## config.mk

```make
export PLATFORM = sky130hd
export DESIGN_NAME = move_to_front_recency_list_flat
export DESIGN_NICKNAME = d
export VERILOG_FILES = /design/src/rtl/mtf_pkg.sv /design/src/rtl/mtf_if.sv /design/src/rtl/mtf_cell.sv /design/src/rtl/mtf_ctrl.sv /design/src/rtl/move_to_front_recency_list.sv /design/src/flat_wrapper.sv
export SDC_FILE = /design/constraint.sdc
export NUM_CORES = 2
export LEC_CHECK = 0
export ABC_AREA = 1
export ABC_CLOCK_PERIOD_IN_PS = 3800
export BUFFER_PORTS_ARGS = -buffer_cell sky130_fd_sc_hd__buf_2
export CORE_MARGIN = 3
export CORE_UTILIZATION = 50
export CTS_BUF_LIST = sky130_fd_sc_hd__clkbuf_2 sky130_fd_sc_hd__clkbuf_4 sky130_fd_sc_hd__clkbuf_8
export DETAILED_ROUTE_END_ITERATION = 16
export PLACE_DENSITY_LB_ADDON = 0.08
export SYNTH_ARGS = -nofsm -noshare
export SYNTH_HDL_FRONTEND = slang
export SYNTH_SLANG_ARGS = --single-unit
```

## constraint.sdc

```tcl
create_clock -name clk -period 3.8 [get_ports clk]
set_clock_uncertainty 0.1 [all_clocks]
set_input_delay 0.38 -clock clk [delete_from_list [all_inputs] [get_ports clk]]
set_output_delay 0.38 -clock clk [all_outputs]
set_load 0.005 [all_outputs]
```

## src/rtl/mtf_pkg.sv

```systemverilog
// shared types and constants of the move-to-front recency list
package mtf_pkg;

  localparam int MAX_APPS_DEFAULT = 16;
  localparam int ID_W             = 32;
  localparam int CNT_W            = 8;
  localparam int COUNT_W          = 7;

  typedef enum logic [1:0] {
    OP_ADD    = 2'd0,
    OP_USE    = 2'd1,
    OP_REMOVE = 2'd2,
    OP_LIST   = 2'd3
  } op_t;

  typedef enum logic [2:0] {
    ST_OK        = 3'd0,
    ST_EMPTY     = 3'd1,
    ST_NOT_FOUND = 3'd2,
    ST_AT_FRONT  = 3'd3,
    ST_BAD_COUNT = 3'd4,
    ST_FULL      = 3'd5
  } status_t;

  typedef enum logic [1:0] {
    S_IDLE,
    S_CMP,
    S_EXEC,
    S_LIST
  } state_t;

  typedef enum logic [2:0] {
    CELL_HOLD,
    CELL_MATCH,
    CELL_PUSH,
    CELL_MOVE,
    CELL_ROTATE
  } cell_op_t;

  typedef struct packed {
    logic found;
    logic at_front;
  } chain_stat_t;

endpackage

```

## src/rtl/mtf_if.sv

```systemverilog
// request and result channel interfaces
interface mtf_cmd_if;
  logic                         valid;
  logic                         ready;
  logic [1:0]                   opcode;
  logic [mtf_pkg::ID_W-1:0]     app_id;
  logic [mtf_pkg::CNT_W-1:0]    remove_count;

  modport source (output valid, opcode, app_id, remove_count, input ready);
  modport sink (input valid, opcode, app_id, remove_count, output ready);
  modport monitor (input valid, ready, opcode, app_id, remove_count);
endinterface

interface mtf_rsp_if;
  logic                         valid;
  logic                         ready;
  logic [2:0]                   status;
  logic [mtf_pkg::ID_W-1:0]     entry_id;
  logic [mtf_pkg::COUNT_W-1:0]  entry_count;
  logic                         last_of_run;

  modport source (output valid, status, entry_id, entry_count, last_of_run, input ready);
  modport sink (input valid, status, entry_id, entry_count, last_of_run, output ready);
  modport monitor (input valid, ready, status, entry_id, entry_count, last_of_run);
endinterface

```

## src/rtl/mtf_cell.sv

```systemverilog
// one slot of the recency chain with its match flag
module mtf_cell #(
  parameter int MAX_APPS = mtf_pkg::MAX_APPS_DEFAULT,
  parameter int IDX      = 0
) (
  input  logic                       clk,
  input  mtf_pkg::cell_op_t          cell_op,
  input  logic [$clog2(MAX_APPS+1)-1:0] occ,
  input  logic [mtf_pkg::ID_W-1:0]   key,
  input  logic [mtf_pkg::ID_W-1:0]   left,
  input  logic [mtf_pkg::ID_W-1:0]   right,
  input  logic [mtf_pkg::ID_W-1:0]   wrap,
  input  logic                       hit_in,
  output logic                       hit_out,
  output logic [mtf_pkg::ID_W-1:0]   slot
);

  localparam int OCC_W = $clog2(MAX_APPS + 1);

  logic match_q;
  logic in_use;
  logic is_tail;

  assign in_use  = occ > OCC_W'(IDX);
  assign is_tail = occ == OCC_W'(IDX + 1);
  assign hit_out = hit_in | match_q;

  always_ff @(posedge clk) begin
    case (cell_op)
      mtf_pkg::CELL_MATCH: match_q <= in_use && (slot == key);
      mtf_pkg::CELL_PUSH: slot <= left;
      mtf_pkg::CELL_MOVE: begin
        if (!hit_in) begin
          slot <= left;
        end
      end
      mtf_pkg::CELL_ROTATE: slot <= is_tail ? wrap : right;
      default: ;
    endcase
  end

endmodule

```

## src/rtl/mtf_ctrl.sv

```systemverilog
// command sequencer, occupancy count and result register
module mtf_ctrl #(
  parameter int MAX_APPS = mtf_pkg::MAX_APPS_DEFAULT
) (
  input  logic                          clk,
  input  logic                          rst,
  mtf_cmd_if.sink                       cmd,
  mtf_rsp_if.source                     rsp,
  input  mtf_pkg::chain_stat_t          stat,
  input  logic [mtf_pkg::ID_W-1:0]      front_id,
  output mtf_pkg::cell_op_t             cell_op,
  output logic [$clog2(MAX_APPS+1)-1:0] occ,
  output logic [mtf_pkg::ID_W-1:0]      cmd_id
);

  localparam int OCC_W = $clog2(MAX_APPS + 1);

  mtf_pkg::state_t  state, state_next;
  mtf_pkg::op_t     cmd_op;
  logic [mtf_pkg::CNT_W-1:0] cmd_cnt;
  logic [OCC_W-1:0] occ_next;
  logic [OCC_W-1:0] idx, idx_next;

  logic                         rsp_valid;
  mtf_pkg::status_t             rsp_status;
  logic [mtf_pkg::ID_W-1:0]     rsp_id;
  logic [mtf_pkg::COUNT_W-1:0]  rsp_count;
  logic                         rsp_last;

  logic                         fire;
  logic                         emit;
  logic                         list_last;
  mtf_pkg::status_t             emit_status;
  logic [mtf_pkg::ID_W-1:0]     emit_id;
  logic                         emit_last;

  assign cmd.ready = state == mtf_pkg::S_IDLE;
  assign fire      = !rsp_valid || rsp.ready;
  assign list_last = (idx + OCC_W'(1)) == occ;

  assign rsp.valid       = rsp_valid;
  assign rsp.status      = rsp_status;
  assign rsp.entry_id    = rsp_id;
  assign rsp.entry_count = rsp_count;
  assign rsp.last_of_run = rsp_last;

  always_comb begin
    state_next = state;
    case (state)
      mtf_pkg::S_IDLE: begin
        if (cmd.valid) begin
          state_next = (mtf_pkg::op_t'(cmd.opcode) == mtf_pkg::OP_USE) ?
                       mtf_pkg::S_CMP : mtf_pkg::S_EXEC;
        end
      end
      mtf_pkg::S_CMP: state_next = mtf_pkg::S_EXEC;
      mtf_pkg::S_EXEC: begin
        if (fire) begin
          state_next = (cmd_op == mtf_pkg::OP_LIST && occ != '0) ?
                       mtf_pkg::S_LIST : mtf_pkg::S_IDLE;
        end
      end
      mtf_pkg::S_LIST: begin
        if (fire && list_last) begin
          state_next = mtf_pkg::S_IDLE;
        end
      end
      default: state_next = mtf_pkg::S_IDLE;
    endcase
  end

  always_comb begin
    cell_op     = mtf_pkg::CELL_HOLD;
    emit        = 1'b0;
    emit_status = mtf_pkg::ST_OK;
    emit_id     = '0;
    emit_last   = 1'b1;
    occ_next    = occ;
    idx_next    = idx;
    case (state)
      mtf_pkg::S_CMP: cell_op = mtf_pkg::CELL_MATCH;
      mtf_pkg::S_EXEC: begin
        if (fire) begin
          emit = 1'b1;
          case (cmd_op)
            mtf_pkg::OP_ADD: begin
              emit_id = cmd_id;
              if (occ == OCC_W'(MAX_APPS)) begin
                emit_status = mtf_pkg::ST_FULL;
              end else begin
                cell_op  = mtf_pkg::CELL_PUSH;
                occ_next = occ + OCC_W'(1);
              end
            end
            mtf_pkg::OP_USE: begin
              emit_id = cmd_id;
              if (occ == '0) begin
                emit_status = mtf_pkg::ST_EMPTY;
              end else if (!stat.found) begin
                emit_status = mtf_pkg::ST_NOT_FOUND;
              end else if (stat.at_front) begin
                emit_status = mtf_pkg::ST_AT_FRONT;
              end else begin
                cell_op = mtf_pkg::CELL_MOVE;
              end
            end
            mtf_pkg::OP_REMOVE: begin
              if (occ == '0) begin
                emit_status = mtf_pkg::ST_EMPTY;
              end else if (cmd_cnt == '0 || cmd_cnt > mtf_pkg::CNT_W'(occ)) begin
                emit_status = mtf_pkg::ST_BAD_COUNT;
              end else begin
                occ_next = occ - OCC_W'(cmd_cnt);
              end
            end
            mtf_pkg::OP_LIST: begin
              if (occ == '0) begin
                emit_status = mtf_pkg::ST_EMPTY;
              end else begin
                emit     = 1'b0;
                idx_next = '0;
              end
            end
            default: ;
          endcase
        end
      end
      mtf_pkg::S_LIST: begin
        if (fire) begin
          emit      = 1'b1;
          emit_id   = front_id;
          emit_last = list_last;
          cell_op   = mtf_pkg::CELL_ROTATE;
          idx_next  = idx + OCC_W'(1);
        end
      end
      default: ;
    endcase
  end

  always_ff @(posedge clk) begin
    if (rst) begin
      state     <= mtf_pkg::S_IDLE;
      occ       <= '0;
      rsp_valid <= 1'b0;
    end else begin
      state <= state_next;
      occ   <= occ_next;
      if (emit) begin
        rsp_valid <= 1'b1;
      end else if (rsp.ready) begin
        rsp_valid <= 1'b0;
      end
    end
  end

  always_ff @(posedge clk) begin
    idx <= idx_next;
    if (cmd.valid && cmd.ready) begin
      cmd_op  <= mtf_pkg::op_t'(cmd.opcode);
      cmd_id  <= cmd.app_id;
      cmd_cnt <= cmd.remove_count;
    end
    if (emit) begin
      rsp_status <= emit_status;
      rsp_id     <= emit_id;
      rsp_count  <= mtf_pkg::COUNT_W'(occ_next);
      rsp_last   <= emit_last;
    end
  end

endmodule

```

## src/rtl/move_to_front_recency_list.sv

```systemverilog
// top level of the move-to-front recency list
//
// cmd carries one request: opcode (add, use, remove from tail, list), app_id
// and remove_count; rsp returns results with status, entry_id, entry_count
// and last_of_run. a request is taken when valid and ready are both high.
// add, remove and an empty list pass through acceptance and execution.
// use adds a compare step between them to register the compare of every
// cell against the id, after which the first hit ripples down the chain
// and the cells in front of it shift back by one.
// list adds a listing step after execution: the chain rotates one place
// a cycle while rsp is not stalled and the front cell is sent each time;
// one result goes out per entry and the rotation leaves the order as it was.
// results are registered in a single output register once they are formed;
// a new request is taken while that register still waits.
// when rsp is stalled execution and listing hold and the chain does not move.
// reset empties the list and clears the result valid flag; the slot contents
// are left as they are and only slots below the entry count are ever read.
module move_to_front_recency_list #(
  parameter int MAX_APPS = mtf_pkg::MAX_APPS_DEFAULT
) (
  input  logic      clk,
  input  logic      rst,
  mtf_cmd_if.sink   cmd,
  mtf_rsp_if.source rsp
);

  localparam int OCC_W = $clog2(MAX_APPS + 1);

  mtf_pkg::cell_op_t          cell_op;
  mtf_pkg::chain_stat_t       stat;
  logic [OCC_W-1:0]           occ;
  logic [mtf_pkg::ID_W-1:0]   cmd_id;
  logic [mtf_pkg::ID_W-1:0]   slots   [MAX_APPS];
  logic [mtf_pkg::ID_W-1:0]   left_d  [MAX_APPS];
  logic [mtf_pkg::ID_W-1:0]   right_d [MAX_APPS];
  logic [MAX_APPS:0]          hits;

  assign hits[0]       = 1'b0;
  assign stat.found    = hits[MAX_APPS];
  assign stat.at_front = hits[1];

  mtf_ctrl #(.MAX_APPS(MAX_APPS)) u_ctrl (
    .clk      (clk),
    .rst      (rst),
    .cmd      (cmd),
    .rsp      (rsp),
    .stat     (stat),
    .front_id (slots[0]),
    .cell_op  (cell_op),
    .occ      (occ),
    .cmd_id   (cmd_id)
  );

  for (genvar i = 0; i < MAX_APPS; i++) begin : g_cell
    if (i == 0) begin : g_head
      assign left_d[i] = cmd_id;
    end else begin : g_body
      assign left_d[i] = slots[i-1];
    end
    if (i == MAX_APPS - 1) begin : g_tail
      assign right_d[i] = slots[0];
    end else begin : g_mid
      assign right_d[i] = slots[i+1];
    end

    mtf_cell #(.MAX_APPS(MAX_APPS), .IDX(i)) u_cell (
      .clk     (clk),
      .cell_op (cell_op),
      .occ     (occ),
      .key     (cmd_id),
      .left    (left_d[i]),
      .right   (right_d[i]),
      .wrap    (slots[0]),
      .hit_in  (hits[i]),
      .hit_out (hits[i+1]),
      .slot    (slots[i])
    );
  end

endmodule

```

## src/flat_wrapper.sv

```systemverilog
// flat-port wrapper written by rule: the top's interface ports become plain ports
module move_to_front_recency_list_flat 
#(
  parameter int MAX_APPS = mtf_pkg::MAX_APPS_DEFAULT
)
  (clk, rst, cmd_valid, cmd_opcode, cmd_app_id, cmd_remove_count, cmd_ready, rsp_valid, rsp_status, rsp_entry_id, rsp_entry_count, rsp_last_of_run, rsp_ready);
  mtf_cmd_if cmd_i ();
  mtf_rsp_if rsp_i ();
  input  logic clk;
  input  logic rst;
  input wire logic [$bits(cmd_i.valid)-1:0] cmd_valid;
  input wire logic [$bits(cmd_i.opcode)-1:0] cmd_opcode;
  input wire logic [$bits(cmd_i.app_id)-1:0] cmd_app_id;
  input wire logic [$bits(cmd_i.remove_count)-1:0] cmd_remove_count;
  output wire logic [$bits(cmd_i.ready)-1:0] cmd_ready;
  output wire logic [$bits(rsp_i.valid)-1:0] rsp_valid;
  output wire logic [$bits(rsp_i.status)-1:0] rsp_status;
  output wire logic [$bits(rsp_i.entry_id)-1:0] rsp_entry_id;
  output wire logic [$bits(rsp_i.entry_count)-1:0] rsp_entry_count;
  output wire logic [$bits(rsp_i.last_of_run)-1:0] rsp_last_of_run;
  input wire logic [$bits(rsp_i.ready)-1:0] rsp_ready;
  assign cmd_i.valid = cmd_valid;
  assign cmd_i.opcode = cmd_opcode;
  assign cmd_i.app_id = cmd_app_id;
  assign cmd_i.remove_count = cmd_remove_count;
  assign cmd_ready = cmd_i.ready;
  assign rsp_valid = rsp_i.valid;
  assign rsp_status = rsp_i.status;
  assign rsp_entry_id = rsp_i.entry_id;
  assign rsp_entry_count = rsp_i.entry_count;
  assign rsp_last_of_run = rsp_i.last_of_run;
  assign rsp_i.ready = rsp_ready;
  move_to_front_recency_list #(.MAX_APPS(MAX_APPS)) u_core (.clk(clk), .rst(rst), .cmd(cmd_i), .rsp(rsp_i));
endmodule
```

==> results.toml <==
[timing]
fin_crit_ps = 3130
timing.hold.ws_ps = 225
tightest_slew_ps = 1260
drv_slew = 0
period_share = 0.825
grt_setup_unrepaired = "false"
hold_violations = 0
setup_viol = 0
tns_ps = 0
relSlewSlack = 0.158
fmaxAchievable_mhz = 319

[cts]
cts.sinks = 624
cts_max_path_buffers = 3
cts_tree = "done"
cts_inserted_buffers = 108
htreeDepth = 3
cts.clk_slew.worst_paths_ps = 70
cts-root-buf = "clkbuf_8"
insertion_delay_ps = 770

[worst_hold_path]
hold_class = "input port to flop"

[cells_and_area]
area_growth_pct = 12.0
fin_nets = 4354
drive_gt1_frac = 0.114
fill_cells = 6757

[setup_path]
arrival_ps = 3650
path_class = "flop to flop"
worstPathRequired_ps = 4320
end_kind = "flop"
r2r_slack_ps = 670
path_max_fanout = 8
cp-start-kind = "flop"

[synth]
ys.flop_type = "edfxtp_1"
syn_avg_cell_area_um2 = 8.69
synth_common_cells = "nand2_1, o21ai_0, edfxtp_1, inv_1, xnor2_1"
synth_cell_types = 52
synthCells = 4185
synth-edff-count = 616
ys_seq_area_frac = 0.513
synth_area_leaders = "edfxtp_1, nand2_1, o21ai_0"
yosysWarnings = 0
synth.ff_latch_count = 624
post-synth-top-area-cell = "edfxtp_1"
syn-cell-area_um2 = 36400
async_flop_share = 0
synthMostInstantiatedCell = "nand2_1"
synth_top_cell_area_share = 0.509

[detailed_routing]
drt_wl_total_um = 182000
drtAntennaViolNets = 0
viasPerCell = 6.67
drc = 0
wire_per_inst_um = 34.1
drt_iter0_markers = 6606
vias = 35700
drt_pass1_iterations = 7

[grt]
grt_usage = 0.470
grt_pass1_vias = 31400
grt_max_degree = 249
grt_pass1_wl_um = 246000
grt-ovfl-total = 0
antenna_found_initial = 16

[floorplan]
die_h_um = 276
fp.dieW_um = 276
initial_core_util = 0.507
row_count = 98
core_um2 = 71700
dieArea_um2 = 76000
io_pins = 91

[job]
maxCapViolations = 0

[placement]
dp_hpwl_um = 130000
gp_congestion = 1.10
port_buffers = 88

[power_and_ir_drop]
p_leak_nw = 15.7
power_density_nw_per_um2 = 434
vdd_drop_max_mv = 0.396

[status]
status = "completed"
-- worst max-delay path, cell delays in order, from the launching register on --
cell and delay (ps):
dfxtp_1 630, nor2_4 80, inv_2 220, nor2_1 100, inv_1 490, nand3_1 360
nor3_1 220, nand3_1 100, nor4_1 470, buf_4 220
-- report_power, final --
part / leakage (nW) / internal, mW / switching [mW] / total (mW)
Combinational: 8.84 / 0.783 / 2.03 / 2.81
Clock: 1.11 / 3.27 / 3.08 / 6.35
Sequential: 5.72 / 8.04 / 0.478 / 8.52
Total: 15.7 / 12.1 / 5.59 / 17.7
-- cell usage in the layout, fill, tap and decap left out, types with 6 or more instances in the layout --
| master | count |
|---|---|
| nor2_2 | 10 |
| nor2_1 | 177 |
| a221oi_1 | 43 |
| diode_2 | 15 |
| or2_2 | 18 |
| clkinv_1 | 63 |
| a22o_1 | 6 |
| o21ai_1 | 20 |
| nor4_1 | 43 |
| clkbuf_4 | 35 |
| buf_12 | 12 |
| nand4_1 | 66 |
| edfxtp_1 | 616 |
| inv_2 | 10 |
| clkbuf_8 | 108 |
| nand3_1 | 58 |
| o21ai_0 | 786 |
| inv_1 | 255 |
| xnor2_1 | 180 |
| a211oi_1 | 27 |
| o211ai_1 | 33 |
| nand2_2 | 14 |
| dfxtp_1 | 8 |
| dlygate4sd3_1 | 45 |
| a21oi_1 | 104 |
| buf_4 | 159 |
| nor2_4 | 10 |
| ha_1 | 14 |
| o22ai_1 | 87 |
| buf_2 | 88 |
| xor2_1 | 97 |
| clkinv_2 | 10 |
| nor4b_1 | 7 |
| a31oi_1 | 26 |
| nor3_1 | 11 |
| nand2_1 | 1080 |
-- timing repair --
action	4_1_cts	5_1_grt
setup buffers	0	0
setup endpoints to repair	0	0
hold buffers	45	0
endpoints found under the hold margin	50	0
resized for setup	0	0
-- through the flow --
stage          worst slack [ps]  power [mW]  instances  instance area [um^2]   util
6_report                    666        17.7       5344                 40700  0.568
4_1_cts                     796        17.4       5329                 40700  0.567
3_3_place_gp                827        11.2       5087                 38100  0.532
3_5_place_dp                798        11.2       5087                 38100  0.532
2_1_floorplan               861        9.80       4186                 36400      -
5_1_grt                     553        18.0       5332                 40700  0.568
-- layout make-up --
type / instances / area, um^2 / share of cell area
Multi-Input combinational cell: 2958 / 15300 / 0.376
Timing Repair Buffer: 304 / 2320 / 0.0571
Clock inverter: 54 / 359 / 0.00881
Tap cell: 950 / 1190 / 0.0292
Clock buffer: 143 / 1750 / 0.0429
Inverter: 296 / 1120 / 0.0275
Antenna cell: 15 / 37.5 / 0.000921
Sequential cell: 624 / 18700 / 0.458
-- logic make-up (layout without fill, tap and decap cells) --
group / after synthesis / in the layout / synth area share
muxes: 3 / 3 / 0.000929
and+or+nand+nor: 1510 / 1510 / 0.172
AOI/OAI and AO/OA: 1150 / 1150 / 0.173
DFF: 624 / 624 / 0.513
adders and majority gates: 16 / 16 / 0.00571
buffers and inverters: 604 / 797 / 0.0685
xor gates and xnor gates: 277 / 277 / 0.0667
other: 1 / 17 / 0.000103
-- final timing paths --
check / startpoint / endpoint / depth (start not counted)
hold reg to reg: u_core.g_cell[11].u_cell.slot[24] / u_core.g_cell[12].u_cell.slot[24] / 2
setup / recovery: u_core.u_ctrl.occ[3] / u_core.g_cell[4].u_cell.match_q / 9
hold / removal: cmd_app_id[26] / u_core.u_ctrl.cmd_id[26] / 2
setup reg to reg: u_core.u_ctrl.occ[3] / u_core.g_cell[4].u_cell.match_q / 9
-- layer usage --
| metal | vias to the layer above | global-route usage | routed length [um] |
|---|---|---|---|
| li1 | 14700 | - | - |
| met1 | 16700 | 0.609 | 64100 |
| met2 | 3409 | 0.635 | 70800 |
| met3 | 762 | 0.205 | 31600 |
| met4 | 16 | 0.310 | 15300 |
| met5 | - | 0 | 222 |
-- registers in the layout, indices dropped and copies added, names as in the netlist, 2 cells and up --
| register | count |
|---|---|
| u_core.g_cell.u_cell.slot | 512 |
| u_core.u_ctrl.cmd_id | 32 |
| u_core.u_ctrl.rsp.entry_id | 32 |
| u_core.g_cell.u_cell.match_q | 16 |
| u_core.u_ctrl.cmd_cnt | 8 |
| u_core.u_ctrl.idx | 5 |
| u_core.u_ctrl.occ | 5 |
| u_core.u_ctrl.rsp.entry_count | 5 |
| u_core.u_ctrl.rsp.status | 3 |
| u_core.u_ctrl.cmd_op | 2 |
| u_core.u_ctrl.state | 2 |
No activity file was read; power rests on OpenSTA's default activity.
